$ cat src/rtl/spa_pkg.sv
package spa_pkg;

    localparam int MaxTermsDefault = 8;
    localparam int CoefW = 32;
    localparam int ExpW = 15;
    localparam int OutExpW = 16;

    typedef enum logic [1:0] {
        CMD_LOAD_FIRST  = 2'd0,
        CMD_LOAD_SECOND = 2'd1,
        CMD_RUN         = 2'd2,
        CMD_NONE        = 2'd3
    } cmd_t;

    typedef enum logic [1:0] {
        OP_ADD  = 2'd0,
        OP_MUL  = 2'd1,
        OP_EVAL = 2'd2,
        OP_NONE = 2'd3
    } op_t;

    localparam logic REG_OP_MODE = 1'b0;
    localparam logic REG_EVAL_POINT = 1'b1;

    typedef enum logic [3:0] {
        ST_IDLE,
        ST_ADD_RD,
        ST_ADD_CMP,
        ST_MUL_RD,
        ST_MUL_MUL,
        ST_MUL_EMIT,
        ST_EV_RD,
        ST_EV_SQ,
        ST_EV_SQ_W,
        ST_EV_X,
        ST_EV_X_W,
        ST_EV_TERM,
        ST_EV_TERM_W,
        ST_EV_ACC,
        ST_EV_EMIT,
        ST_EMPTY
    } state_t;

    // multiplier operand select
    typedef enum logic [1:0] {
        MSEL_PP,
        MSEL_PX,
        MSEL_CP,
        MSEL_AB
    } msel_t;

    // controller to datapath commands
    typedef struct packed {
        logic       clr_idx;
        logic       inc_i;
        logic       inc_j;
        logic       clr_j;
        logic       p_init;
        logic       mul_go;
        msel_t      msel;
        logic       p_load;
        logic       t_load;
        logic       acc_clr;
        logic       acc_add;
        logic       bit_dec;
        logic       emit_add;
        logic       emit_mul;
        logic       emit_eval;
        logic       emit_empty;
        logic       emit_flush;
    } ctl_t;

    // datapath status
    typedef struct packed {
        logic       i_done;
        logic       j_done;
        logic       i_last;
        logic       j_last;
        logic       exp_bit;
        logic       bit_zero;
        logic       add_emits;
    } sts_t;

    // Q16.16 product with round to nearest and saturation
    function automatic logic [32:0] qround(input logic signed [63:0] p);
        logic signed [47:0] q;
        logic signed [63:0] r;
        begin
            r = p + 64'sd32768;
            q = r[63:16];
            if (q > 48'sh7FFFFFFF)
                qround = {1'b1, 32'h7FFFFFFF};
            else if (q < -48'sh80000000)
                qround = {1'b1, 32'h80000000};
            else
                qround = {1'b0, q[31:0]};
        end
    endfunction

    // saturating 32 bit add, sat flag on top
    function automatic logic [32:0] qadd(input logic signed [31:0] a,
                                         input logic signed [31:0] b);
        logic signed [32:0] s;
        begin
            s = {a[31], a} + {b[31], b};
            if (s > 33'sh07FFFFFFF)
                qadd = {1'b1, 32'h7FFFFFFF};
            else if (s < -33'sh080000000)
                qadd = {1'b1, 32'h80000000};
            else
                qadd = {1'b0, s[31:0]};
        end
    endfunction

endpackage

$ cat src/rtl/spa_ram.sv
module spa_ram #(
    parameter int Width = 32,
    parameter int Depth = 8
) (
    input  logic                     clk,
    input  logic                     we,
    input  logic [$clog2(Depth)-1:0] waddr,
    input  logic [Width-1:0]         wdata,
    input  logic [$clog2(Depth)-1:0] raddr,
    output logic [Width-1:0]         rdata
);

    logic [Width-1:0] mem [Depth];

    // one write port, registered read
    always_ff @(posedge clk)
    begin
        if (we)
            mem[waddr] <= wdata;
        rdata <= mem[raddr];
    end

endmodule

$ cat src/rtl/spa_ctrl.sv
module spa_ctrl (
    input  logic          clk,
    input  logic          rst_n,
    input  logic          run,
    input  logic [1:0]    op_mode,
    input  spa_pkg::sts_t sts,
    output spa_pkg::ctl_t ctl,
    output logic          busy
);
    import spa_pkg::*;

    state_t state_reg, state_next;

    always_ff @(posedge clk or negedge rst_n)
    begin
        if (!rst_n)
            state_reg <= ST_IDLE;
        else
            state_reg <= state_next;
    end

    // next state
    always_comb
    begin
        state_next = state_reg;
        case (state_reg)
            ST_IDLE:
            begin
                if (run)
                begin
                    case (op_t'(op_mode))
                        OP_ADD:  state_next = ST_ADD_RD;
                        OP_MUL:  state_next = ST_MUL_RD;
                        OP_EVAL: state_next = ST_EV_RD;
                        default: state_next = ST_EMPTY;
                    endcase
                end
            end
            ST_ADD_RD:
            begin
                if (sts.i_done && sts.j_done)
                begin
                    // flush the held term, or report an empty sum
                    if (sts.add_emits)
                        state_next = ST_IDLE;
                    else
                        state_next = ST_EMPTY;
                end
                else
                    state_next = ST_ADD_CMP;
            end
            ST_ADD_CMP: state_next = ST_ADD_RD;
            ST_MUL_RD:
            begin
                if (sts.i_done || sts.j_done)
                    state_next = ST_EMPTY;
                else
                    state_next = ST_MUL_MUL;
            end
            ST_MUL_MUL: state_next = ST_MUL_EMIT;
            ST_MUL_EMIT:
            begin
                if (sts.i_last && sts.j_last)
                    state_next = ST_IDLE;
                else
                    state_next = ST_MUL_RD;
            end
            ST_EV_RD:
            begin
                if (sts.i_done)
                    state_next = ST_EV_EMIT;
                else
                    state_next = ST_EV_SQ;
            end
            ST_EV_SQ: state_next = ST_EV_SQ_W;
            ST_EV_SQ_W:
            begin
                if (sts.exp_bit)
                    state_next = ST_EV_X;
                else if (sts.bit_zero)
                    state_next = ST_EV_TERM;
                else
                    state_next = ST_EV_SQ;
            end
            ST_EV_X: state_next = ST_EV_X_W;
            ST_EV_X_W:
            begin
                if (sts.bit_zero)
                    state_next = ST_EV_TERM;
                else
                    state_next = ST_EV_SQ;
            end
            ST_EV_TERM: state_next = ST_EV_TERM_W;
            ST_EV_TERM_W: state_next = ST_EV_ACC;
            ST_EV_ACC:
            begin
                if (sts.i_last)
                    state_next = ST_EV_EMIT;
                else
                    state_next = ST_EV_RD;
            end
            ST_EV_EMIT: state_next = ST_IDLE;
            ST_EMPTY: state_next = ST_IDLE;
            default: state_next = ST_IDLE;
        endcase
    end

    // outputs
    always_comb
    begin
        ctl = '0;
        ctl.msel = MSEL_PP;
        busy = (state_reg != ST_IDLE);
        case (state_reg)
            ST_IDLE:
            begin
                ctl.clr_idx = 1'b1;
                ctl.acc_clr = 1'b1;
            end
            ST_ADD_RD:
                ctl.emit_flush = sts.i_done && sts.j_done && sts.add_emits;
            ST_ADD_CMP:
                ctl.emit_add = 1'b1;
            ST_MUL_MUL:
            begin
                ctl.mul_go = 1'b1;
                ctl.msel = MSEL_AB;
            end
            ST_MUL_EMIT:
            begin
                ctl.emit_mul = 1'b1;
                if (sts.j_last)
                begin
                    ctl.inc_i = 1'b1;
                    ctl.clr_j = 1'b1;
                end
                else
                    ctl.inc_j = 1'b1;
            end
            ST_EV_RD:
                ctl.p_init = 1'b1;
            ST_EV_SQ:
                ctl.mul_go = 1'b1;
            ST_EV_SQ_W:
            begin
                ctl.p_load = 1'b1;
                if (!sts.exp_bit)
                    ctl.bit_dec = 1'b1;
            end
            ST_EV_X:
            begin
                ctl.mul_go = 1'b1;
                ctl.msel = MSEL_PX;
            end
            ST_EV_X_W:
            begin
                ctl.p_load = 1'b1;
                ctl.bit_dec = 1'b1;
            end
            ST_EV_TERM:
            begin
                ctl.mul_go = 1'b1;
                ctl.msel = MSEL_CP;
            end
            ST_EV_TERM_W:
                ctl.t_load = 1'b1;
            ST_EV_ACC:
            begin
                ctl.acc_add = 1'b1;
                ctl.inc_i = 1'b1;
            end
            ST_EV_EMIT:
                ctl.emit_eval = 1'b1;
            ST_EMPTY:
                ctl.emit_empty = 1'b1;
            default:
                ctl = '0;
        endcase
    end

endmodule

$ cat src/rtl/spa_dp.sv
module spa_dp #(
    parameter int MaxTerms = spa_pkg::MaxTermsDefault
) (
    input  logic                            clk,
    input  logic                            rst_n,
    input  logic                            load_first,
    input  logic                            load_second,
    input  logic                            run,
    input  logic signed [spa_pkg::CoefW-1:0] term_coef,
    input  logic [spa_pkg::ExpW-1:0]        term_exp,
    input  logic                            cfg_we,
    input  logic                            cfg_idx,
    input  logic [spa_pkg::CoefW-1:0]       cfg_data,
    output logic [1:0]                      op_mode,
    input  spa_pkg::ctl_t                   ctl,
    output spa_pkg::sts_t                   sts,
    output logic signed [spa_pkg::CoefW-1:0] out_coef,
    output logic [spa_pkg::OutExpW-1:0]     out_exp,
    output logic                            out_valid,
    output logic                            is_last,
    output logic                            is_empty,
    output logic                            saturated,
    output logic                            overflow
);
    import spa_pkg::*;

    localparam int AW = (MaxTerms > 1) ? $clog2(MaxTerms) : 1;
    localparam int CW = $clog2(MaxTerms + 1);
    localparam int Depth = 1 << AW;
    localparam int EW = CoefW + ExpW;

    logic [1:0]  op_mode_reg;
    logic signed [CoefW-1:0] xpt_reg;
    logic [CW-1:0] fcnt_reg, scnt_reg;
    logic [CW-1:0] i_reg, j_reg;
    logic drop_reg, ovf_reg;
    logic f_full, s_full;
    logic [EW-1:0] f_rd, s_rd;
    logic signed [CoefW-1:0] fc, sc;
    logic [ExpW-1:0] fe, se;
    logic [AW-1:0] f_ra, s_ra;
    logic signed [CoefW-1:0] p_reg, t_reg, acc_reg;
    logic signed [CoefW-1:0] ma, mb;
    logic signed [63:0] prod_reg;
    logic [32:0] mres, ares, sres;
    logic sat_reg;
    logic [3:0] bit_reg;
    logic i_adv, j_adv;
    logic signed [CoefW-1:0] hold_coef_reg;
    logic [OutExpW-1:0] hold_exp_reg;
    logic hold_sat_reg;
    logic signed [CoefW-1:0] add_coef;
    logic [OutExpW-1:0] add_exp;
    logic add_sat;

    assign op_mode = op_mode_reg;
    assign f_full = (fcnt_reg == CW'(MaxTerms));
    assign s_full = (scnt_reg == CW'(MaxTerms));

    // configuration registers
    always_ff @(posedge clk or negedge rst_n)
    begin
        if (!rst_n)
        begin
            op_mode_reg <= '0;
            xpt_reg <= '0;
        end
        else if (cfg_we)
        begin
            if (cfg_idx == REG_OP_MODE)
                op_mode_reg <= cfg_data[1:0];
            else
                xpt_reg <= cfg_data;
        end
    end

    // term stores
    spa_ram #(.Width(EW), .Depth(Depth)) u_first (
        .clk(clk), .we(load_first && !f_full), .waddr(fcnt_reg[AW-1:0]),
        .wdata({term_coef, term_exp}), .raddr(f_ra), .rdata(f_rd)
    );
    spa_ram #(.Width(EW), .Depth(Depth)) u_second (
        .clk(clk), .we(load_second && !s_full), .waddr(scnt_reg[AW-1:0]),
        .wdata({term_coef, term_exp}), .raddr(s_ra), .rdata(s_rd)
    );
    assign f_ra = i_reg[AW-1:0];
    assign s_ra = j_reg[AW-1:0];
    assign fc = f_rd[EW-1:ExpW];
    assign fe = f_rd[ExpW-1:0];
    assign sc = s_rd[EW-1:ExpW];
    assign se = s_rd[ExpW-1:0];

    // fill counts and drop flag
    always_ff @(posedge clk or negedge rst_n)
    begin
        if (!rst_n)
        begin
            fcnt_reg <= '0;
            scnt_reg <= '0;
            drop_reg <= 1'b0;
            ovf_reg <= 1'b0;
        end
        else if (run)
        begin
            ovf_reg <= drop_reg;
            fcnt_reg <= '0;
            scnt_reg <= '0;
            drop_reg <= 1'b0;
        end
        else
        begin
            if (load_first)
            begin
                if (f_full)
                    drop_reg <= 1'b1;
                else
                    fcnt_reg <= fcnt_reg + 1'b1;
            end
            if (load_second)
            begin
                if (s_full)
                    drop_reg <= 1'b1;
                else
                    scnt_reg <= scnt_reg + 1'b1;
            end
        end
    end

    // the counts are cleared by run; keep a copy for the walk
    logic [CW-1:0] fn_reg, sn_reg;
    always_ff @(posedge clk or negedge rst_n)
    begin
        if (!rst_n)
        begin
            fn_reg <= '0;
            sn_reg <= '0;
        end
        else if (run)
        begin
            fn_reg <= fcnt_reg;
            sn_reg <= scnt_reg;
        end
    end

    // merge decision
    logic take_f, take_s, both;
    always_comb
    begin
        take_f = 1'b0;
        take_s = 1'b0;
        both = 1'b0;
        if (sts.i_done)
            take_s = 1'b1;
        else if (sts.j_done)
            take_f = 1'b1;
        else if (fe != se)
        begin
            take_f = (fe > se);
            take_s = (fe < se);
        end
        else
            both = 1'b1;
    end
    assign sres = qadd(fc, sc);

    // term produced by one merge step
    always_comb
    begin
        if (both)
        begin
            add_coef = sres[31:0];
            add_sat = sres[32];
            add_exp = OutExpW'(fe);
        end
        else if (take_f)
        begin
            add_coef = fc;
            add_sat = 1'b0;
            add_exp = OutExpW'(fe);
        end
        else
        begin
            add_coef = sc;
            add_sat = 1'b0;
            add_exp = OutExpW'(se);
        end
    end

    assign sts.i_done = (i_reg >= fn_reg);
    assign sts.j_done = (j_reg >= sn_reg);
    assign sts.i_last = ((i_reg + 1'b1) >= fn_reg);
    assign sts.j_last = ((j_reg + 1'b1) >= sn_reg);
    assign sts.exp_bit = fe[bit_reg];
    assign sts.bit_zero = (bit_reg == 4'd0);

    // an add step emits unless equal exponents summed to zero
    logic add_any_reg;
    logic add_now;
    assign add_now = !(both && sres[31:0] == 32'd0);
    assign sts.add_emits = add_any_reg;

    assign i_adv = ctl.inc_i || (ctl.emit_add && (take_f || both));
    assign j_adv = ctl.inc_j || (ctl.emit_add && (take_s || both));

    // walk indexes
    always_ff @(posedge clk or negedge rst_n)
    begin
        if (!rst_n)
        begin
            i_reg <= '0;
            j_reg <= '0;
            add_any_reg <= 1'b0;
        end
        else if (ctl.clr_idx)
        begin
            i_reg <= '0;
            j_reg <= '0;
            add_any_reg <= 1'b0;
        end
        else
        begin
            if (i_adv)
                i_reg <= i_reg + 1'b1;
            if (ctl.clr_j)
                j_reg <= '0;
            else if (j_adv)
                j_reg <= j_reg + 1'b1;
            if (ctl.emit_add && add_now)
                add_any_reg <= 1'b1;
        end
    end

    // add terms are held one step so the final one can carry is_last
    always_ff @(posedge clk or negedge rst_n)
    begin
        if (!rst_n)
        begin
            hold_coef_reg <= '0;
            hold_exp_reg <= '0;
            hold_sat_reg <= 1'b0;
        end
        else if (ctl.emit_add && add_now)
        begin
            hold_coef_reg <= add_coef;
            hold_exp_reg <= add_exp;
            hold_sat_reg <= add_sat;
        end
    end

    // shared multiplier, registered product
    always_comb
    begin
        case (ctl.msel)
            MSEL_PP: begin ma = p_reg; mb = p_reg; end
            MSEL_PX: begin ma = p_reg; mb = xpt_reg; end
            MSEL_CP: begin ma = fc; mb = p_reg; end
            default: begin ma = fc; mb = sc; end
        endcase
    end
    always_ff @(posedge clk)
    begin
        if (ctl.mul_go)
            prod_reg <= 64'(ma) * 64'(mb);
    end
    assign mres = qround(prod_reg);
    assign ares = qadd(acc_reg, t_reg);

    // power, term and accumulator
    always_ff @(posedge clk or negedge rst_n)
    begin
        if (!rst_n)
        begin
            p_reg <= '0;
            t_reg <= '0;
            acc_reg <= '0;
            sat_reg <= 1'b0;
            bit_reg <= '0;
        end
        else
        begin
            if (ctl.acc_clr)
            begin
                acc_reg <= '0;
                sat_reg <= 1'b0;
            end
            if (ctl.p_init)
            begin
                p_reg <= 32'sh00010000;
                bit_reg <= 4'(ExpW - 1);
            end
            if (ctl.p_load)
            begin
                p_reg <= mres[31:0];
                sat_reg <= sat_reg | mres[32];
            end
            if (ctl.bit_dec && bit_reg != 4'd0)
                bit_reg <= bit_reg - 1'b1;
            if (ctl.t_load)
            begin
                t_reg <= mres[31:0];
                sat_reg <= sat_reg | mres[32];
            end
            if (ctl.acc_add)
            begin
                acc_reg <= ares[31:0];
                sat_reg <= sat_reg | ares[32];
            end
        end
    end

    // result register
    always_ff @(posedge clk or negedge rst_n)
    begin
        if (!rst_n)
            out_valid <= 1'b0;
        else
            out_valid <= (ctl.emit_add && add_now && add_any_reg) || ctl.emit_flush
                         || ctl.emit_mul || ctl.emit_eval || ctl.emit_empty;
    end

    always_ff @(posedge clk)
    begin
        overflow <= ovf_reg;
        is_empty <= ctl.emit_empty;
        out_coef <= '0;
        out_exp <= '0;
        saturated <= 1'b0;
        is_last <= 1'b1;
        if (ctl.emit_add || ctl.emit_flush)
        begin
            is_last <= ctl.emit_flush;
            out_coef <= hold_coef_reg;
            saturated <= hold_sat_reg;
            out_exp <= hold_exp_reg;
        end
        else if (ctl.emit_mul)
        begin
            is_last <= sts.i_last && sts.j_last;
            out_coef <= mres[31:0];
            saturated <= mres[32];
            out_exp <= OutExpW'(fe) + OutExpW'(se);
        end
        else if (ctl.emit_eval)
        begin
            out_coef <= acc_reg;
            saturated <= sat_reg;
        end
    end

endmodule

$ cat src/rtl/sparse_polynomial_arith.sv
// channel   ports                                      handshake
// command   start busy cmd term_coef term_exp          start & !busy
// config    cfg_valid cfg_ready cfg_index cfg_data     cfg_valid & cfg_ready
// result    out_valid out_coef out_exp is_last ...     out_valid, one cycle
//
// a load never raises busy; a run keeps busy high for its whole walk
// add: each merge step reads, then compares and emits; the held last term is sent at the end
// multiply: each product is read, multiplied and emitted in turn
// evaluate: per term a squaring per exponent bit, a multiply by x per set bit and
// a coefficient multiply, on the single shared 32x32 multiplier, then an accumulate
// reset clears counts, flags, state and working registers; results cannot be stalled
module sparse_polynomial_arith #(
    parameter int MaxTerms = spa_pkg::MaxTermsDefault
) (
    input  logic                             clk,
    input  logic                             rst_n,
    input  logic                             start,
    output logic                             busy,
    input  logic [1:0]                       cmd,
    input  logic signed [spa_pkg::CoefW-1:0] term_coef,
    input  logic [spa_pkg::ExpW-1:0]         term_exp,
    input  logic                             cfg_valid,
    output logic                             cfg_ready,
    input  logic                             cfg_index,
    input  logic [spa_pkg::CoefW-1:0]        cfg_data,
    output logic                             out_valid,
    output logic signed [spa_pkg::CoefW-1:0] out_coef,
    output logic [spa_pkg::OutExpW-1:0]      out_exp,
    output logic                             is_last,
    output logic                             is_empty,
    output logic                             saturated,
    output logic                             overflow
);
    import spa_pkg::*;

    ctl_t ctl;
    sts_t sts;
    logic [1:0] op_mode;
    logic acc, run;

    // accepted command transaction decode
    assign acc = start && !busy;
    assign run = acc && (cmd_t'(cmd) == CMD_RUN);
    assign cfg_ready = 1'b1;

    spa_ctrl u_ctrl (
        .clk(clk), .rst_n(rst_n), .run(run), .op_mode(op_mode),
        .sts(sts), .ctl(ctl), .busy(busy)
    );

    spa_dp #(.MaxTerms(MaxTerms)) u_dp (
        .clk(clk), .rst_n(rst_n),
        .load_first(acc && cmd_t'(cmd) == CMD_LOAD_FIRST),
        .load_second(acc && cmd_t'(cmd) == CMD_LOAD_SECOND),
        .run(run), .term_coef(term_coef), .term_exp(term_exp),
        .cfg_we(cfg_valid), .cfg_idx(cfg_index), .cfg_data(cfg_data),
        .op_mode(op_mode), .ctl(ctl), .sts(sts),
        .out_coef(out_coef), .out_exp(out_exp), .out_valid(out_valid),
        .is_last(is_last), .is_empty(is_empty), .saturated(saturated),
        .overflow(overflow)
    );

endmodule
$ cat config.mk
export PLATFORM = sky130hd
export DESIGN_NAME = sparse_polynomial_arith
export DESIGN_NICKNAME = d
export VERILOG_FILES = /design/src/rtl/spa_pkg.sv /design/src/rtl/spa_ram.sv /design/src/rtl/spa_ctrl.sv /design/src/rtl/spa_dp.sv /design/src/rtl/sparse_polynomial_arith.sv
export SDC_FILE = /design/constraint.sdc
export NUM_CORES = 2
export LEC_CHECK = 0
export BUFFER_PORTS_ARGS = -buffer_cell sky130_fd_sc_hd__buf_2
export CAP_MARGIN = 10
export CORE_MARGIN = 2
export CORE_UTILIZATION = 60
export DETAILED_ROUTE_END_ITERATION = 8
export HOLD_SLACK_MARGIN = 0.03
export PLACE_DENSITY_LB_ADDON = 0.25
export SLEW_MARGIN = 10
export SYNTH_ARGS = -nofsm -noshare
export SYNTH_HDL_FRONTEND = slang
export SYNTH_SLANG_ARGS = --single-unit
$ cat constraint.sdc
create_clock -name clk -period 26.5 [get_ports clk]
set_input_delay 5.3 -clock clk [delete_from_list [all_inputs] [get_ports clk]]
set_output_delay 5.3 -clock clk [all_outputs]
set_load 0.005 [all_outputs]
==> results.md <==
- Setup repair after global routing left no endpoint under its margin.
- Relative to the synthesized area, the layout overhead comes to 8.151%.
- In this run the worst hold path is classified as reg -> reg.
- Cells with a size suffix above 1 make up 12.97% of the layout.
- The via count of the first global-routing pass was 59,490.
- The flip-flop cell with the highest count after synthesis is sky130_fd_sc_hd__edfxtp_1.
- The total area inside the core boundary comes to 141,200 um2.
- The violation count after the first detailed-route iteration is 6,176.
- STA classifies the critical path endpoint as a register.
- During placement, the flow inserted port buffers numbering 139.
- The CTS clock-pin slew for the worst setup and hold paths is 0.07 ns.
- The number of antenna violations at the first check in global routing is 22.
- The starting density of the core is 60.24%.
- The TritonCTS clock tree is done.
- The die extent in x is 380.6 um.
- The average via count per standard cell is 6.237.
- The worst hold path was traced through 0 stages.
- The synthesized netlist net count is 8,608.
- For this design the top-level I/O count stands at 141.
- The floorplan step defined a die boundary enclosing 144,800 um2.
- The total of max-cap violations is 0.
- On the final layout, the worst clock skew is 0.06479 ns.
- Entering global routing, the biggest net connects 82 pins.
- The cell count after placement is 8,958.
- Data arrives at the worst endpoint at 12.22 ns.
- The number of max-slew violations in the final report was 0.
- The pre-CTS setup slack is 14.96 ns.
- The root buffer cell is sky130_fd_sc_hd__clkbuf_16.
- Gates resized during post-CTS repair numbered 0.
- The flow ran to the end, and the final reports show no timing, DRC or antenna violations.
- For this block, the routed nets add up to 252,600 um of wire.
- In this run the core area contains 138 standard-cell rows.
- The number of hold buffers added after cts is 0.
- The number of endpoints with negative hold slack in the final report is 0.
- The number of iterations in the first detailed-routing pass is 6.
- The kind of start point of the critical path is a register.
- The clock sink count is 1,162.
- CTS built an H-tree with a depth of 3.
- After legalization and detailed placement, the total HPWL measured 180,500 um.
- The net total in the final layout is 8,647.
- The mean post-synth cell area is 11.92 um2.
- The final weighted congestion in routability-driven placement is 1.010.
- The count of unique library cells instantiated by Yosys is 104.
- In this run, synthesis inferred 801 flip-flops with an integrated enable.
- Across all layers, the routed design uses 57,210 vias.
- For this run, design rule violations remaining after detail routing come to 0.
- The setup fix buffers added after clock tree synthesis is 0.
- The share of the core filled with cells in the final layout is 65.15%.
- The floorplan step set the die height to 380.6 um.
- The clock network latency to the later pin of the worst-skew pair is 0.78 ns.
- The largest fanout on the critical path is 44.
- Among all stages on the critical path, the largest delay is contributed by sky130_fd_sc_hd__fa_1.
- For the pin with the worst max-slew slack, the measured transition is 1.264 ns.
- The number of clock buffers inserted by TritonCTS is 109.
- Summed over all failing endpoints, the final setup total negative slack is 0 ns.
- The most common cell type on the critical path is sky130_fd_sc_hd__fa_1.
- After layout, the worst setup slack is 14.79 ns.
- The cell count after synthesis is 7,140.
- On the worst path, the slowest cell contributes a delay of 1.04 ns.
- Once layout is complete, the cells apart from fillers number 9,173.
- The number of fill cells is 10,680.
- The portion of the clock cycle consumed by the worst path in the final layout is 44.17%.
- The part of the Yosys area used for sequential elements is 38.03%.
- After global routing the overflow that remains totals 0.
- Synthesis inferred 1,162 register bits.
- The share of synthesized registers carrying an async set or reset is 18.50%.
- In the final routed layout, each cell accounts on average for 27.54 um.
- The maximum clock path buffer count is 3.
- Data on the critical path is required at its endpoint by 27.01 ns.
- The total of warnings raised by yosys is 0.
- The highest achievable clock rate is 85.43 MHz.
- The post-synthesis instance area is 85,090 um2.
- In the global route stage, overall resource usage came out at 35.46%.
- The wire length of the first global-routing pass is 378,700 um.
- The critical setup path kind is reg -> reg.
- For the finished layout, the period the worst path requires is 11.71 ns.
- The number of routed nets with antenna violations is 0.
- Measured in cells, the most critical reg-to-reg path has a length of 30.
- In this run the tightest slew margin relative to its limit is 13.92%.
- Setup violations remaining at the end of the flow were counted as 0.
-- synth_stat cells, drive strengths merged, types with 6 or more instances --
cell	count	area, um2
fa	1084	21700
inv	1021	3832
edfxtp	801	24050
nor2	682	2560
nand2	678	2552
ha	298	3729
a21oi	275	1395
clkbuf	259	973.4
dfrtp	215	5380
o21ai	199	995.9
mux2	198	2233
mux4	191	4302
dfxtp	146	2923
mux2i	118	1194
xnor2	98	858.3
a21o	72	540.5
buf	70	362.8
xor2	68	595.6
o21a	67	503.0
nand3	62	315.3
nor3	48	256.5
nand2b	43	269.0
a221o	37	370.4
nand4	37	246.5
and3	32	200.2
a22oi	30	225.2
a31oi	27	183.9
nor2b	27	168.9
o21bai	25	187.7
and2	24	150.1
a211oi	15	112.6
and4	13	116.4
o211ai	13	112.6
a211o	12	105.1
a22o	11	96.34
nor4	11	90.08
or2	11	68.82
a41oi	8	96.35
o31ai	8	92.59
a21boi	7	52.55
a31o	7	61.31
nand4b	7	73.82
nor4b	7	76.32
or3	6	37.54
-- placed cells by master, fill, tap and decap left out, types with 70 or more instances in the layout --
master / netlist / layout
sky130_fd_sc_hd__a21o_1: 72 / 71
sky130_fd_sc_hd__a21oi_1: 272 / 266
sky130_fd_sc_hd__buf_2: 20 / 138
sky130_fd_sc_hd__buf_4: 6 / 118
sky130_fd_sc_hd__clkbuf_16: 0 / 114
sky130_fd_sc_hd__dfrtp_1: 215 / 210
sky130_fd_sc_hd__dfxtp_1: 146 / 146
sky130_fd_sc_hd__edfxtp_1: 801 / 801
sky130_fd_sc_hd__fa_1: 1084 / 1084
sky130_fd_sc_hd__ha_1: 298 / 298
sky130_fd_sc_hd__inv_1: 1021 / 1020
sky130_fd_sc_hd__mux2_2: 191 / 191
sky130_fd_sc_hd__mux2i_1: 117 / 95
sky130_fd_sc_hd__mux4_2: 191 / 191
sky130_fd_sc_hd__nand2_1: 677 / 676
sky130_fd_sc_hd__nor2_1: 682 / 664
sky130_fd_sc_hd__o21ai_0: 115 / 114
sky130_fd_sc_hd__o21ai_1: 84 / 70
sky130_fd_sc_hd__xnor2_1: 98 / 98
-- stage by stage --
step                instance area [um2]  hold slack, ns
finish                            92020          0.4605
global route                      92010          0.4512
CTS                               92010          0.4600
detailed placement                88170          0.4494
global placement                  88170          0.4556
floorplan                         85090          0.3436
-- kinds of logic after synthesis --
logic type,count (synthesis),share of synthesized area (%)
compound gates,863,6.570
xor+xnor,166,1.709
fa+ha+maj,1382,29.89
buf+inv,1352,6.083
flops,1162,38.03
mux,507,9.083
other cells,1,0.004407
simple gates,1707,8.638
-- metal layers --
metal | vias up | share of wire (%) | track usage [%]
li1 | 23860 | - | -
met3 | 701 | 11 | 8.655
met5 | - | 0.035 | 0
met4 | 14 | 6.1 | 17.71
met2 | 3175 | 46 | 54.99
met1 | 29460 | 37 | 47.13
-- final cells by class --
class                      instances  area, um2  share of cell area (%)
inverter                        1023       3840                   4.173
antenna                            7      17.52                 0.01904
sequential                      1162      32370                   35.18
timing repair buffer             257       1592                   1.729
clock inverter                    47      594.3                  0.6458
clock buffer                     161       3239                   3.520
tap                             1890       2365                   2.570
multi-input combinational       4626      48000                   52.16
-- path summary, 6_finish.rpt --
kind | start | endpoint | slack [ns]
max | u_ctrl.state_reg[2]$_DFFE_PN0P_ | u_dp.prod_reg[63]$_DFFE_PP_ | 14.79
min | u_dp.ovf_reg$_DFFE_PN0P_ | u_dp.overflow$_DFF_P_ | 0.46
max reg2reg | u_ctrl.state_reg[2]$_DFFE_PN0P_ | u_dp.prod_reg[63]$_DFFE_PP_ | 14.79
min reg2reg | u_dp.ovf_reg$_DFFE_PN0P_ | u_dp.overflow$_DFF_P_ | 0.46
max in group asynchronous | rst_n | u_dp.xpt_reg[23]$_DFFE_PN0P_ | 20.40
min in group asynchronous | rst_n | u_dp.hold_exp_reg[9]$_DFFE_PN0P_ | 4.56
-- worst max-delay path: cells and delay by family, from the launching register on --
family          cells  cell delay (ns)
compound gates      6             1.31
flops               1             0.79
xor+xnor            1             0.14
buf+inv             7             1.79
mux                 1             0.58
simple gates        6             1.62
fa+ha+maj           9             5.17
Power is left out: the tool's default activity adds up to more than one toggle a clock period on the data nets, which glitch-free logic cannot reach.
